==> src/rtl/sscr_pkg.sv <==
package sscr_pkg;

  // Default ring depth in frames.
  localparam int CAPACITY_DEF = 4096;

  // Fixed field widths of the channels.
  localparam int SAMPLE_W = 18;
  localparam int SNAP_W   = 13;
  localparam int INDEX_W  = 12;
  localparam int POS_W    = 48;
  localparam int WINDOW_W = 32;

  // Request codes.
  localparam logic REQ_WRITE = 1'b0;
  localparam logic REQ_READ  = 1'b1;

  // Full scale in Q2.16 and its negative.
  localparam logic signed [SAMPLE_W-1:0] FULL_SCALE_POS = 18'sd65536;
  localparam logic signed [SAMPLE_W-1:0] FULL_SCALE_NEG = -18'sd65536;

  // Entries in the queue between the front and back parts.
  localparam int QUEUE_DEPTH = 2;

  // One classified beat, as the front part hands it to the back part.
  typedef struct packed {
    logic                       is_read;
    logic                       clip;
    logic signed [SAMPLE_W-1:0] left;
    logic signed [SAMPLE_W-1:0] right;
    logic [SNAP_W-1:0]          snap_frames;
    logic [INDEX_W-1:0]         snap_index;
  } op_t;

endpackage

==> src/rtl/sscr_queue.sv <==
module sscr_queue (
  input  logic          clk,
  input  logic          rst,
  input  logic          push,
  input  sscr_pkg::op_t push_op,
  output logic          full,
  input  logic          pop,
  output logic          q_valid,
  output sscr_pkg::op_t head_op
);

  localparam int PW = (sscr_pkg::QUEUE_DEPTH > 1) ? $clog2(sscr_pkg::QUEUE_DEPTH) : 1;
  localparam int CW = $clog2(sscr_pkg::QUEUE_DEPTH + 1);

  sscr_pkg::op_t entries [sscr_pkg::QUEUE_DEPTH];
  logic [PW-1:0] wr_ptr;
  logic [PW-1:0] rd_ptr;
  logic [CW-1:0] count;
  logic [PW-1:0] wr_ptr_next;
  logic [PW-1:0] rd_ptr_next;

  assign full    = (count == CW'(sscr_pkg::QUEUE_DEPTH));
  assign q_valid = (count != '0);
  assign head_op = entries[rd_ptr];

  assign wr_ptr_next = (wr_ptr == PW'(sscr_pkg::QUEUE_DEPTH - 1)) ? '0 : wr_ptr + 1'b1;
  assign rd_ptr_next = (rd_ptr == PW'(sscr_pkg::QUEUE_DEPTH - 1)) ? '0 : rd_ptr + 1'b1;

  always_ff @(posedge clk) begin
    if (push) begin
      entries[wr_ptr] <= push_op;
    end
  end

  always_ff @(posedge clk) begin
    if (rst) begin
      wr_ptr <= '0;
      rd_ptr <= '0;
      count  <= '0;
    end else begin
      if (push) begin
        wr_ptr <= wr_ptr_next;
      end
      if (pop) begin
        rd_ptr <= rd_ptr_next;
      end
      if (push && !pop) begin
        count <= count + 1'b1;
      end else if (pop && !push) begin
        count <= count - 1'b1;
      end
    end
  end

endmodule

==> config.mk <==
export PLATFORM = sky130hd
export DESIGN_NAME = sscr_queue
export DESIGN_NICKNAME = d
export VERILOG_FILES = /design/src/rtl/sscr_pkg.sv /design/src/rtl/sscr_queue.sv
export SDC_FILE = /design/constraint.sdc
export NUM_CORES = 1
export LEC_CHECK = 0
export BUFFER_PORTS_ARGS = -buffer_cell sky130_fd_sc_hd__buf_2
export CORE_MARGIN = 2
export CORE_UTILIZATION = 45
export CTS_BUF_LIST = sky130_fd_sc_hd__clkbuf_4 sky130_fd_sc_hd__clkbuf_8
export CTS_CLUSTER_DIAMETER = 50
export DETAILED_ROUTE_END_ITERATION = 10
export PLACE_DENSITY = 0.73
export SETUP_SLACK_MARGIN = 0.05
export SKIP_LAST_GASP = 1
export SLEW_MARGIN = 5
export SYNTH_ARGS = -nofsm -noshare
export SYNTH_HDL_FRONTEND = slang
export SYNTH_SLANG_ARGS = --single-unit
==> constraint.sdc <==
create_clock -name clk -period 3.6 [get_ports clk]
set_input_delay 0.54 -clock clk [delete_from_list [all_inputs] [get_ports clk]]
set_output_delay 0.54 -clock clk [all_outputs]
set_load 0.02 [all_outputs]
==> impl_results.md <==
- Fillcell total: 809
- Setup TNS: 0 ns
- Drt initial violations: 91
- Post-route clock period utilization: 0.712
- Resized cells post-CTS: 0
- WS Path Type: reg -> out
- Grt ovf: 0
- Inserted Clock Buffers: 17
- Power density of the placed cells: 575 nW/um^2
- 1st-pass router iterations: 4
- DRC Markers: 0
- Post-CTS Setup Repair Bufs: 0
- Avg WL per Cell: 15.7 um
- Main combinational cell family by area after synthesis: multiplexers
- Reg clk slew, reported paths: 0.07 ns
- N_diodes: 0
- Worst Setup EP: head_op[43]
- Post-Layout Cell Count: 512
- Synth unique cells: 17
- Initial antenna violation count: 0
- CTS sink count: 131
- Post-DP HPWL: 5.20 mm
- Mapped Area: 4780 um^2
- Post-Synth Adder-Cell Area: 0.00262
- Top cells by area, synth: edfxtp_1, mux2_2, dfxtp_1
- CP Capture Type: output pin
- Rows: 37
- Synth Instances: 218
- CORE AREA: 10,300 um^2
- Post-synth EDFFs: 126
- Overall Global Routing Usage: 0.146
- Die H: 107 um
- Via density: 4.83
- P_leak: 2.25 nW
- Routed Antenna Nets: 0
- Final Max Tran Viols: 0
- CTS H-tree depth: 4
- Dpl cells: 480
- Final hold vios: 0
- Unrepaired setup endpoints after global routing: no
- Setup Skew: 0.00641 ns
- CTS tree: done
- Hold slack final: 0.311 ns
- Syn_area_per_cell: 21.9 um^2
- Fin crit period: 2.56 ns
- Register area: 3880 um^2
- Worst-Margin Slew: 0.847 ns
- Sequential area share after synthesis: 0.813
- Xor and xnor area share after synthesis: 0.00733
- Yosys top cell area share: 0.792
- Slew headroom: 0.435
- Flop-to-flop setup slack: 2.05 ns
- CTS root buf: clkbuf_8
- # nets final: 431
- Critical Path RT: 3.06 ns
- HP Start: push_op[19]
- Worst R2R End: entries[1][49]
- Worst-Skew Late Latency: 0.41 ns
- Synth Warn #: 0
- CP Max Fanout: 39
- Boundary pin count: 132
- Mux share of post-synthesis cell area: 0.148
- Total wire length: 8.06 mm
- Die X: 107 um
- Longest Clk Path Bufs: 2
- Max Fclk: 390 MHz
- Outcome: complete, no violations
- Pin count of the biggest net entering global routing: 64
- Simple-gate portion of the synthesized area: 0.0102
- Ys async rst share: 0
- Synth cell count leaders: edfxtp_1, mux2_2, buf_6
- Global placement routability congestion: 0.688
- Final setup vio count: 0
- Post-Syn Nets: 286
- Number of global-route vias before repair: 2,522
- Die area: 11,500 um^2
- Initial core utilization: 0.463
- Worst R2R Path Depth: 1
- Layout area overhead: 25.0%
- Area of the multi-input gates: 826 um^2
- Port buffer count: 131
- Worst r2r src: wr_ptr
- Worst IR drop on VDD: 0.000270 V
- Hold bufs inserted after CTS: 0
- Startpoint Class: flop
- Vias post-DR: 2,472
- WP data arrival: 2.02 ns
- Commonest register cell after synthesis: edfxtp_1
- Max_cap viols: 0
- Yosys top cell by area: edfxtp_1
- First-pass GRT wire length: 12.3 mm
- Synth Register Bits: 131
- Count leader, synth: edfxtp_1
- Hold Path Class: in -> reg
- Synth Area in Compound Gates: 0.00209
- Layout cells sized above 1: 0.612
[critical path: stages (launching register included)]
cell	delay, ns
dfxtp_2	0.71
buf_12	0.31
mux2_2	0.39
buf_2	0.17
[cell usage in the layout, fill, tap and decap left out, drive strengths merged]
cell      netlist  routed
clkinv          0       8
and2b           1       1
clkbuf          0      19
clkinvlp        0       2
o21ai           1       1
mux2           63      63
dfxtp           5       5
bufinv          0       3
nor2            4       4
nor2b           1       1
inv             1       1
buf             7     133
and2            1       1
a21oi           1       1
or3             1       1
ha              1       1
or2             1       1
edfxtp        126     126
xnor2           2       2
xor2            2       2
[layout make-up]
cell class | count | area share
Clock buffer | 19 | 0.0417
Multi-Input combinational cell | 79 | 0.138
Sequential cell | 131 | 0.651
Clock inverter | 13 | 0.0237
Tap cell | 136 | 0.0285
Timing Repair Buffer | 133 | 0.117
Inverter | 1 | 0.000629
[worst min-delay path by stage]
| stage | to | slack (ns) | depth (start not counted) |
|---|---|---|---|
| 5_1_grt | entries[0][56] | 0.28 | 1 |
| 3_3_place_gp | count[1] | 0.48 | 2 |
| 3_5_place_dp | count[1] | 0.51 | 2 |
| 4_1_cts | entries[1][12] | 0.28 | 1 |
| 2_1_floorplan | count[1] | 0.46 | 2 |
| 6_report | entries[1][19] | 0.31 | 1 |
[per-layer routing]
| metal | routed length [um] | GRT usage | part of all wire |
|---|---|---|---|
| met1 | 3190 | 0.163 | 0.40 |
| met3 | 590 | 0.0571 | 0.073 |
| met2 | 4180 | 0.251 | 0.52 |
| met5 | 0 | 0 | 0 |
| met4 | 97 | 0.0584 | 0.012 |
[metrics by stage]
stage	power, mW	util	worst slack [ns]	area [um^2]
after floorplan	2.12	-	0.975	4780
after global placement	2.26	0.541	1.45	5580
after detailed placement	2.27	0.541	1.45	5580
after CTS	3.48	0.578	0.979	5970
after global routing	3.57	0.578	0.909	5970
final	3.43	0.578	1.04	5970
[where the power goes]
part | internal, mW | total, mW | leakage [nW] | switching [mW]
sequential | 1.78 | 1.81 | 1.22 | 0.0333
combinational | 0.176 | 0.418 | 0.832 | 0.242
clock | 0.686 | 1.20 | 0.198 | 0.518
[sequential cells by signal (all words and copies together), names as in the netlist, named ones only]
register and cells:
wr_ptr 1, count 2, entries 126, rd_ptr 1
[logic make-up (layout without fill, tap and decap cells)]
| kind of cell | Yosys count | count (layout) |
|---|---|---|
| flip-flops | 131 | 131 |
| multiplexers | 63 | 63 |
| AND/OR/NAND/NOR | 9 | 9 |
| buffers and inverters | 8 | 166 |
| XOR/XNOR | 4 | 4 |
| AO/OA/AOI/OAI | 2 | 2 |
| adder cells (fa/ha/maj) | 1 | 1 |
(Power assumes the default switching activity.)
