$ cat src/rtl/sscr_pkg.sv
package sscr_pkg;

  // Default ring depth in frames.
  localparam int CAPACITY_DEF = 4096;

  // Fixed field widths of the channels.
  localparam int SAMPLE_W = 18;
  localparam int SNAP_W   = 13;
  localparam int INDEX_W  = 12;
  localparam int POS_W    = 48;
  localparam int WINDOW_W = 32;

  // Request codes.
  localparam logic REQ_WRITE = 1'b0;
  localparam logic REQ_READ  = 1'b1;

  // Full scale in Q2.16 and its negative.
  localparam logic signed [SAMPLE_W-1:0] FULL_SCALE_POS = 18'sd65536;
  localparam logic signed [SAMPLE_W-1:0] FULL_SCALE_NEG = -18'sd65536;

  // Entries in the queue between the front and back parts.
  localparam int QUEUE_DEPTH = 2;

  // One classified beat, as the front part hands it to the back part.
  typedef struct packed {
    logic                       is_read;
    logic                       clip;
    logic signed [SAMPLE_W-1:0] left;
    logic signed [SAMPLE_W-1:0] right;
    logic [SNAP_W-1:0]          snap_frames;
    logic [INDEX_W-1:0]         snap_index;
  } op_t;

endpackage

$ cat src/rtl/sscr_front.sv
module sscr_front (
  input  logic                                in_valid,
  output logic                                in_ready,
  input  logic                                req_type,
  input  logic signed [sscr_pkg::SAMPLE_W-1:0] left_in,
  input  logic signed [sscr_pkg::SAMPLE_W-1:0] right_in,
  input  logic [sscr_pkg::SNAP_W-1:0]         snap_frames,
  input  logic [sscr_pkg::INDEX_W-1:0]        snap_index,
  input  logic                                q_full,
  output logic                                push,
  output sscr_pkg::op_t                       op
);

  logic l_clip;
  logic r_clip;
  logic signed [sscr_pkg::SAMPLE_W-1:0] l_clamp;
  logic signed [sscr_pkg::SAMPLE_W-1:0] r_clamp;

  // A sample at or beyond full scale in either direction counts as a clip.
  assign l_clip = (left_in >= sscr_pkg::FULL_SCALE_POS) || (left_in <= sscr_pkg::FULL_SCALE_NEG);
  assign r_clip = (right_in >= sscr_pkg::FULL_SCALE_POS) ||
                  (right_in <= sscr_pkg::FULL_SCALE_NEG);

  always_comb begin
    if (left_in > sscr_pkg::FULL_SCALE_POS) begin
      l_clamp = sscr_pkg::FULL_SCALE_POS;
    end else if (left_in < sscr_pkg::FULL_SCALE_NEG) begin
      l_clamp = sscr_pkg::FULL_SCALE_NEG;
    end else begin
      l_clamp = left_in;
    end
    if (right_in > sscr_pkg::FULL_SCALE_POS) begin
      r_clamp = sscr_pkg::FULL_SCALE_POS;
    end else if (right_in < sscr_pkg::FULL_SCALE_NEG) begin
      r_clamp = sscr_pkg::FULL_SCALE_NEG;
    end else begin
      r_clamp = right_in;
    end
  end

  assign in_ready = !q_full;
  assign push     = in_valid && !q_full;

  always_comb begin
    op.is_read     = (req_type == sscr_pkg::REQ_READ);
    op.clip        = (req_type == sscr_pkg::REQ_WRITE) && (l_clip || r_clip);
    op.left        = l_clamp;
    op.right       = r_clamp;
    op.snap_frames = snap_frames;
    op.snap_index  = snap_index;
  end

endmodule

$ cat config.mk
export PLATFORM = sky130hd
export DESIGN_NAME = sscr_front
export DESIGN_NICKNAME = d
export VERILOG_FILES = /design/src/rtl/sscr_pkg.sv /design/src/rtl/sscr_front.sv
export SDC_FILE = /design/constraint.sdc
export NUM_CORES = 1
export LEC_CHECK = 0
export ABC_AREA = 1
export BUFFER_PORTS_ARGS = -buffer_cell sky130_fd_sc_hd__buf_4
export CAP_MARGIN = 30
export CORE_MARGIN = 3
export CORE_UTILIZATION = 28
export DETAILED_ROUTE_END_ITERATION = 10
export GPL_ROUTABILITY_DRIVEN = 0
export PLACE_DENSITY = 0.82
export SETUP_SLACK_MARGIN = 0.1
export SLEW_MARGIN = 20
export SYNTH_ARGS = -nofsm -noshare
export SYNTH_HDL_FRONTEND = slang
export SYNTH_SLANG_ARGS = --single-unit
$ cat constraint.sdc
create_clock -name vclk -period 1.2
set_clock_uncertainty 0.2 [all_clocks]
set_input_delay 0.06 -clock vclk [all_inputs]
set_output_delay 0.06 -clock vclk [all_outputs]
set_load 0.05 [all_outputs]
==> qor.yml, run 1 <==
syn_area_per_cell_um2: 5.47
status: "stopped before the end"
grt_max_degree: 17
initial_core_util_pct: 31.3
yosysTopAreaCell: "buf_4"
io_buffers: 79
seq_area_frac_synth_pct: 0
pin_count: 129
last-stage-reached: "global routing"
endpoint_type: "top-level output"
crit_endpoint: "op[27]"
tool.error: "[ERROR DPL-0038] Utilization greater than 100%, impossible to legalize"
post-place-ws_ps: -303
dp.cells: 225
synth_most_common_cell: "nand2_1"
dpl-instance-area_mm2: 0.00146
synth.top_cells.by_count: "29 x nand2_1, 26 x buf_4, 25 x nor2_1"
yosys_warnings: 0
syn_inst: 135
synth_area_um2: 738
num_rows: 17
dpl.hpwl_mm: 2.37
die-width_um: 57.3
synth.area.top_cells: "buf_4 26%, nand2_1 15%, and3_1 14%"
die_y_um: 57.3
synth_cell_types: 15
yosysTopAreaCellShare_pct: 26.4
synth.net_count: 199
## timing repair
action	in CTS
resized for setup	90
buffers inserted	5
cloned	2
hold endpoints to repair	25
setup endpoints to repair	33
pin swaps	22
hold buffers	25
## per-stage QoR
stage	utilization (%)	setup TNS [ps]
3_5_place_dp	61.9	-8930
4_1_cts	89.6	-3650
3_3_place_gp	61.9	-7140
2_1_floorplan	-	-89.8
## cells by family after synthesis
logic type | count (synthesis) | share of synthesized area [%]
AOI/OAI and AO/OA | 1 | 1.02
buffers and inverters | 42 | 38.0
and+or+nand+nor | 92 | 61.0
==> run 2, diff against run 1 <==
--- a/config.mk
+++ b/config.mk
@@ -8,12 +8,11 @@
 export ABC_AREA = 1
 export BUFFER_PORTS_ARGS = -buffer_cell sky130_fd_sc_hd__buf_4
 export CAP_MARGIN = 30
-export CORE_MARGIN = 3
-export CORE_UTILIZATION = 28
+export CORE_AREA = 3 3 64 66
 export DETAILED_ROUTE_END_ITERATION = 10
+export DIE_AREA = 0 0 67 69
 export GPL_ROUTABILITY_DRIVEN = 0
-export PLACE_DENSITY = 0.82
-export SETUP_SLACK_MARGIN = 0.1
+export PLACE_DENSITY_LB_ADDON = 0.15
 export SLEW_MARGIN = 20
 export SYNTH_ARGS = -nofsm -noshare
 export SYNTH_HDL_FRONTEND = slang
==> qor.yml, run 2 <==
firstDrtPassIters: 3
synth.net_count: 199  # unchanged
synth_cell_types: 15  # unchanged
tightest_slew_ps: 526
die-width_um: 67  # +17%
drv_cap: 0
vias: 1187
rsz0062_at_grt: "true"
yosysTopAreaCell: "buf_4"
end_kind: "output pin"
post_drt_wl_per_cell_um: 13.8
syn_area_per_cell_um2: 5.47  # unchanged
drtIter0Drc: 17
dpl-instance-area_mm2: 0.00152  # +3.9%
synth-simple-area-share_pct: 61.0  # unchanged
track_usage_pct: 14.3
synth_most_common_cell: "nand2_1"
nClkBuffers: 0
routed_wl_mm: 3.90
drv_slew: 0
period_share_pct: 114
synth.top_cells.by_count: "29 x nand2_1, 26 x buf_4, 25 x nor2_1"
fp.coreArea_mm2: 0.00363
seqPwrFrac_pct: 0
io_buffers: 79  # unchanged
synth_compound_area_share_pct: 1.02  # unchanged
combPwrFrac_pct: 100.0
pin_count: 129  # unchanged
yosys_warnings: 0  # unchanged
synthXorXnorAreaFrac_pct: 0  # unchanged
antenna_found_initial: 0
hold_violations: 0
holdWs_ps: 185
stdcell_area_mm2: 0.00245
seq_area_frac_synth_pct: 0  # unchanged
max-vdd-ir-drop_mv: 0.322
finalSetupViolCount: 33
synth_area_um2: 738  # unchanged
pwr-share-clk_pct: 0
power_switching_mw: 0.790
ant_nets: 0
grt_pass1_vias: 1202
grt_pass1_wl_mm: 5.55
synthAdderAreaFrac_pct: 0  # unchanged
dpl.hpwl_mm: 2.27  # -4.4%
power.density_mw_per_mm2: 560
yosysTopAreaCellShare_pct: 26.4  # unchanged
syn_inst: 135  # unchanged
syn_to_final_growth_pct: 231
post-place-ws_ps: -301  # +1.78 ps
arrival_ps: 1100
synth_top_family_by_area: "simple AND/OR/NAND/NOR gates"
power.leakage_nw: 1.13
crit_type: "input pin to output pin"
switching_share_pct: 57.7
status: "finished, violations left"
grt_max_degree: 17
die-area_mm2: 0.00462
layout-drive-gt1-share_pct: 81.6
required_ps: 940
num_rows: 22  # +5
cp_max_fo: 8
die_y_um: 69  # +20%
post-route-util_pct: 67.3
final_common_cell: "buf_6"
vias_per_cell: 4.21
drc: 0
period_needed_ps: 1360
maxSlewHeadroom_pct: 64.8
max_clock_freq_mhz: 734
initial_core_util_pct: 20.3  # -11 points
grt-ovfl-total: 0
synth_mux_area_share_pct: 0  # unchanged
finalPower_mw: 1.37
cp-start-kind: "input pin"
final_cell_mix: "39 x buf_6, 36 x buf_4, 32 x nor2_4"
seq_cells: 0
n_antenna_cell: 0
p_int_mw: 0.579
seq_area_um2: 0
synth.area.top_cells: "buf_4 26%, nand2_1 15%, and3_1 14%"
violations: "negative setup slack"
final_nets: 300
worstHoldPathType: "input pin to output pin"
setup_slack_ps: -163
==> run 2: cell counts after synthesis <==
No cell type changed its count.
==> run 2: cells by family after synthesis <==
family | Yosys count
AND/OR/NAND/NOR | 92
buffers and inverters | 42
AO/OA/AOI/OAI | 1
==> run 2: power groups by stage <==
| stage | registers (mW) | logic [mW] | clock network, mW |
|---|---|---|---|
| final | 0 | 1.37 | 0 |
| after CTS | 0 | 1.26 | 0 |
| after global placement | 0 | 0.848 | 0 |
| after global routing | 0 | 1.43 | 0 |
| after detailed placement | 0 | 0.853 | 0 |
| after floorplan | 0 | 0.759 | 0 |
==> run 2: worst max-delay path, stage by stage <==
cell	delay, ps
buf_4	120
nor2_4	70
nand2_2	70
nor2_4	110
nand2_2	70
nand3_4	100
buf_12	170
nand2_4	60
nor2_4	110
buf_8	150
==> run 2: layout make-up <==
class	instances	area [um^2]
Timing Repair Buffer	130	1430
Fill cell	287	1190
Multi-Input combinational cell	94	921
Tap cell	48	60.1
Inverter	10	37.5
==> run 2: path summary, 6_finish.rpt <==
kind / start / end / slack (ps) / cells past startpoint
worst max-delay path: right_in[8] / op[38] / -160 / 10
worst min-delay path: req_type / op[62] / 190 / 2
==> run 2: metal layers <==
layer  track usage [%]  up-vias  wire length (um)
li1                  -      593                 -
met1              15.3      513              1230
met2              28.7       81              2130
met3              3.42        0               541
met4                 0        0                 0
met5                 0        -                 0
==> run 2: metrics by stage <==
| stage | instances | TNS (ps) |
|---|---|---|
| 6_report | 282 | -3120 |
| 5_1_grt | 282 | -5380 |
| 4_1_cts | 282 | -3870 |
| 3_5_place_dp | 253 | -7380 |
| 3_3_place_gp | 253 | -6790 |
| 2_1_floorplan | 135 | -670 |
==> run 2: repair_timing <==
action | 4_1_cts | 5_1_grt
endpoints found under the hold margin | 25 | 0
gates resized for setup | 98 | 67
endpoints found under the setup margin | 33 | 34
setup buffers | 4 | 0
hold buffers | 25 | 0
gates cloned | 1 | 0
pin swaps | 37 | 33
Note: power is estimated with default switching activity, not from simulation.
==> run 3, diff against run 2 <==
==> constraint.sdc (replaced) <==
create_clock -name vclk -period 1.65
set_clock_uncertainty 0.2 [all_clocks]
set_input_delay 0.0825 -clock vclk [all_inputs]
set_output_delay 0.0825 -clock vclk [all_outputs]
set_load 0.05 [all_outputs]
==> qor.yml, run 3 (same netlist as run 2, synthesis figures left out) <==
status: "finished clean"
maxSlewHeadroom_pct: 47.6  # -17 points
arrival_ps: 1210  # +110 ps
rsz0062_at_grt: "false"
crit_chain: "buf_4, inv_1, nor2_2, nor2_1, buf_4"
path_buf_inv: 3  # unchanged
drv_slew: 0  # unchanged
nClkBuffers: 0  # unchanged
power.density_mw_per_mm2: 491  # -12%
final_cell_mix: "79 x buf_4, 29 x nand2_1, 25 x nor2_1, 25 x dlygate4sd3_1, 16 x and3_1"
post-route-util_pct: 38.5  # -29 points
crit_path_frequent_cell: "buf_4"
firstDrtPassIters: 4  # +1
crit_type: "input pin to output pin"
layout-drive-gt1-share_pct: 47.3  # -34 points
drc: 0  # unchanged
ant_nets: 0  # unchanged
crit_family: "simple AND/OR/NAND/NOR gates"
max-vdd-ir-drop_mv: 0.204  # -37%
grt_pass1_wl_mm: 3.65  # -34%
finalSetupViolCount: 0  # -100%
cp_max_fo: 16  # +8
tightest_slew_ps: 784  # +258 ps
setup_tns_ps: 0  # +3120 ps
num_rows: 22  # unchanged
crit_path_start: "right_in[17]"
max_clock_freq_mhz: 670
dp.cells: 230  # -9.1%
die_y_um: 69  # unchanged
drtIter0Drc: 23  # +6
period_needed_ps: 1490
stdcell_count: 255  # -9.6%
cp-start-kind: "input pin"
slowest_stage: "nor2_2"
fp.coreArea_mm2: 0.00363  # unchanged
vias_per_cell: 4.07  # -3.2%
initial_core_util_pct: 20.3  # unchanged
seq_area_um2: 0  # unchanged
ctsResizeCount: 0  # -100%
seq_cells: 0  # unchanged
power.leakage_nw: 0.793  # -30%
vias: 1039  # -12%
die-width_um: 67  # unchanged
worstHoldStart: "req_type"
post_drt_wl_per_cell_um: 10.7  # -23%
io_buffers: 79  # unchanged
grt_pass1_vias: 934  # -22%
grt-ovfl-total: 0  # unchanged
dpl.hpwl_mm: 2.10  # -7.3%
track_usage_pct: 9.23  # -5.1 points
final_nets: 273  # -9.0%
period_share_pct: 90.5
hold_buffers: 25  # unchanged
end_kind: "output pin"
final_common_cell: "buf_4"
routed_wl_mm: 2.72  # -30%
required_ps: 1370  # +430 ps
worstHoldPathType: "input pin to output pin"
die-area_mm2: 0.00462  # unchanged
slowest_delay_ps: 610  # +440 ps
antenna_found_initial: 0  # unchanged
grt_max_degree: 17  # unchanged
hold_violations: 0  # unchanged
drv_cap: 0  # unchanged
cts_setup_buffers: 0  # -4
syn_to_final_growth_pct: 89.5
n_antenna_cell: 0  # unchanged
pin_count: 129  # unchanged
[run 3: per-layer routing]
layer	up-vias	wire length, um	part of all wire (%)	track usage (%)
li1	530	-	-	-
met1	424	960	35	9.47
met2	85	1330	49	19.1
met3	0	432	16	1.95
met4	0	0	0	0
met5	-	0	0	0
[run 3: worst paths after layout]
path / endpoint / slack (ps) / depth (start not counted)
max: op[25] / 160 / 5
min: op[62] / 230 / 2
[run 3: cell type report]
type / instances / area [um^2]
fillers: 379 / 2230
inverters: 10 / 37.5
well taps: 48 / 60.1
multi-input cells: 93 / 458
repair buffers: 104 / 843
[run 3: report_power, final]
part	switching, mW	total, mW	internal, mW
Combinational	0.466	0.686	0.220
Clock	0	0	0
Sequential	0	0	0
Total	0.466	0.686	0.220
[run 3: metrics by stage]
stage | area (um^2) | setup slack [ps] | power, mW | hold slack (ps)
global placement | 1150 | 159 | 0.524 | -34.7
detailed placement | 1150 | 128 | 0.523 | -34.7
CTS | 1400 | 123 | 0.690 | 231
floorplan | 738 | 144 | 0.502 | 116
finish | 1400 | 157 | 0.686 | 230
global route | 1400 | 24.9 | 0.719 | 239
==> run 4, diff against run 3 <==
--- a/config.mk
+++ b/config.mk
@@ -6,11 +6,11 @@
 export NUM_CORES = 1
 export LEC_CHECK = 0
 export ABC_AREA = 1
-export BUFFER_PORTS_ARGS = -buffer_cell sky130_fd_sc_hd__buf_4
 export CAP_MARGIN = 30
 export CORE_AREA = 3 3 64 66
 export DETAILED_ROUTE_END_ITERATION = 10
 export DIE_AREA = 0 0 67 69
+export DONT_BUFFER_PORTS = 1
 export GPL_ROUTABILITY_DRIVEN = 0
 export PLACE_DENSITY_LB_ADDON = 0.15
 export SLEW_MARGIN = 20
==> qor.yml, run 4 (same netlist as run 2, synthesis figures left out) <==
grt-ovfl-total: 0  # unchanged
finalPower_mw: 0.599  # -13%
fp.coreArea_mm2: 0.00363  # unchanged
stdcell_count: 214  # -16%
n_antenna_cell: 0  # unchanged
grt_pass1_vias: 909  # -2.7%
period_needed_ps: 1410  # -84.2 ps
critPathCapture: "op[27]"
arrival_ps: 1130  # -80 ps
nClkBuffers: 0  # unchanged
hold_violations: 0  # unchanged
io_buffers: 0  # -100%
grt_max_degree: 17  # unchanged
cp_max_fo: 16  # unchanged
power.density_mw_per_mm2: 545  # +11%
pin_count: 129  # unchanged
period_share_pct: 85.4  # -5.1 points
maxSlewHeadroom_pct: 45.6  # -2.0 points
cts_setup_buffers: 0  # unchanged
end_kind: "output pin"
crit_path_start: "right_in[17]"
seq_area_um2: 0  # unchanged
syn_to_final_growth_pct: 48.8
max_clock_freq_mhz: 710  # +6.0%
power.leakage_nw: 0.594  # -25%
drtIter0Drc: 27  # +17%
final_common_cell: "buf_4"
setup_tns_ps: 0  # unchanged
vias_per_cell: 4.31  # +5.9%
crit_type: "input pin to output pin"
dp.cells: 186  # -19%
required_ps: 1370  # about the same
grt_pass1_wl_mm: 3.60  # -1.3%
antenna_found_initial: 0  # unchanged
routed_wl_mm: 2.56  # -6.1%
max-vdd-ir-drop_mv: 0.196  # -4.0%
initial_core_util_pct: 20.3  # unchanged
post-route-util_pct: 30.2  # -8.3 points
die_y_um: 69  # unchanged
worstHoldPathType: "input pin to output pin"
drv_cap: 0  # unchanged
vias: 923  # -11%
final_nets: 232  # -15%
seq_cells: 0  # unchanged
layout-drive-gt1-share_pct: 32.5  # -15 points
dpl.hpwl_mm: 1.94  # -7.4%
tightest_slew_ps: 815  # +30.5 ps
num_rows: 22  # unchanged
track_usage_pct: 9.03  # -0.19 points
post_drt_wl_per_cell_um: 11.9  # +12%
die-area_mm2: 0.00462  # unchanged
status: "finished clean"
ant_nets: 0  # unchanged
firstDrtPassIters: 4  # unchanged
ctsResizeCount: 0  # unchanged
final_cell_mix: "35 x buf_4, 29 x nand2_1, 28 x dlygate4sd3_1"
drv_slew: 0  # unchanged
cp-start-kind: "input pin"
drc: 0  # unchanged
finalSetupViolCount: 0  # unchanged
die-width_um: 67  # unchanged
rsz0062_at_grt: "false"
holdPathStages: 1  # -1
-- run 4: changes by cell type in the layout (fill, tap and decap cells not counted) --
cell,before,now
buf_4,79,35
dlygate4sd3_1,25,28
-- run 4: area by class of cell --
type | count | area, um^2
fillers | 418 | 2530
inverters | 10 | 37.5
multi-input cells | 93 | 458
well taps | 48 | 60.1
repair buffers | 63 | 543
-- run 4: routing by layer --
layer	global-route usage (%)	vias to the layer above	share of wire (%)
met5	0	-	0
met4	0	0	0
li1	-	447	-
met3	2.12	0	19
met1	8.69	388	31
met2	19.2	88	50
-- run 4: worst min path at each step --
| stage | slack (ps) | from | end |
|---|---|---|---|
| floorplan | 120 | right_in[8] | op[33] |
| global placement | -30 | snap_index[0] | op[0] |
| detailed placement | -30 | snap_index[0] | op[0] |
| CTS | 140 | q_full | in_ready |
| global route | 150 | q_full | in_ready |
| finish | 140 | q_full | in_ready |
-- run 4: report_power, final --
part / total [mW] / leakage, nW / internal (mW) / switching, mW
Sequential: 0 / 0 / 0 / 0
Combinational: 0.599 / 0.594 / 0.159 / 0.440
Clock: 0 / 0 / 0 / 0
-- run 4: what timing repair did --
action                                 in CTS  in global routing
setup endpoints to repair                   0                  0
endpoints found under the hold margin      28                  0
hold buffers                               28                  0
-- run 4: stage by stage --
stage | setup slack (ps) | instance area, um^2 | hold slack, ps
finish | 242 | 1100 | 144
global route | 130 | 1100 | 146
CTS | 215 | 1100 | 145
detailed placement | 218 | 818 | -34.7
global placement | 272 | 818 | -34.7
floorplan | 144 | 738 | 116
-- run 4: worst max-delay path: stages --
cell and delay, ps:
inv_1 60, nor2_2 630, nor2_1 120, buf_4 220
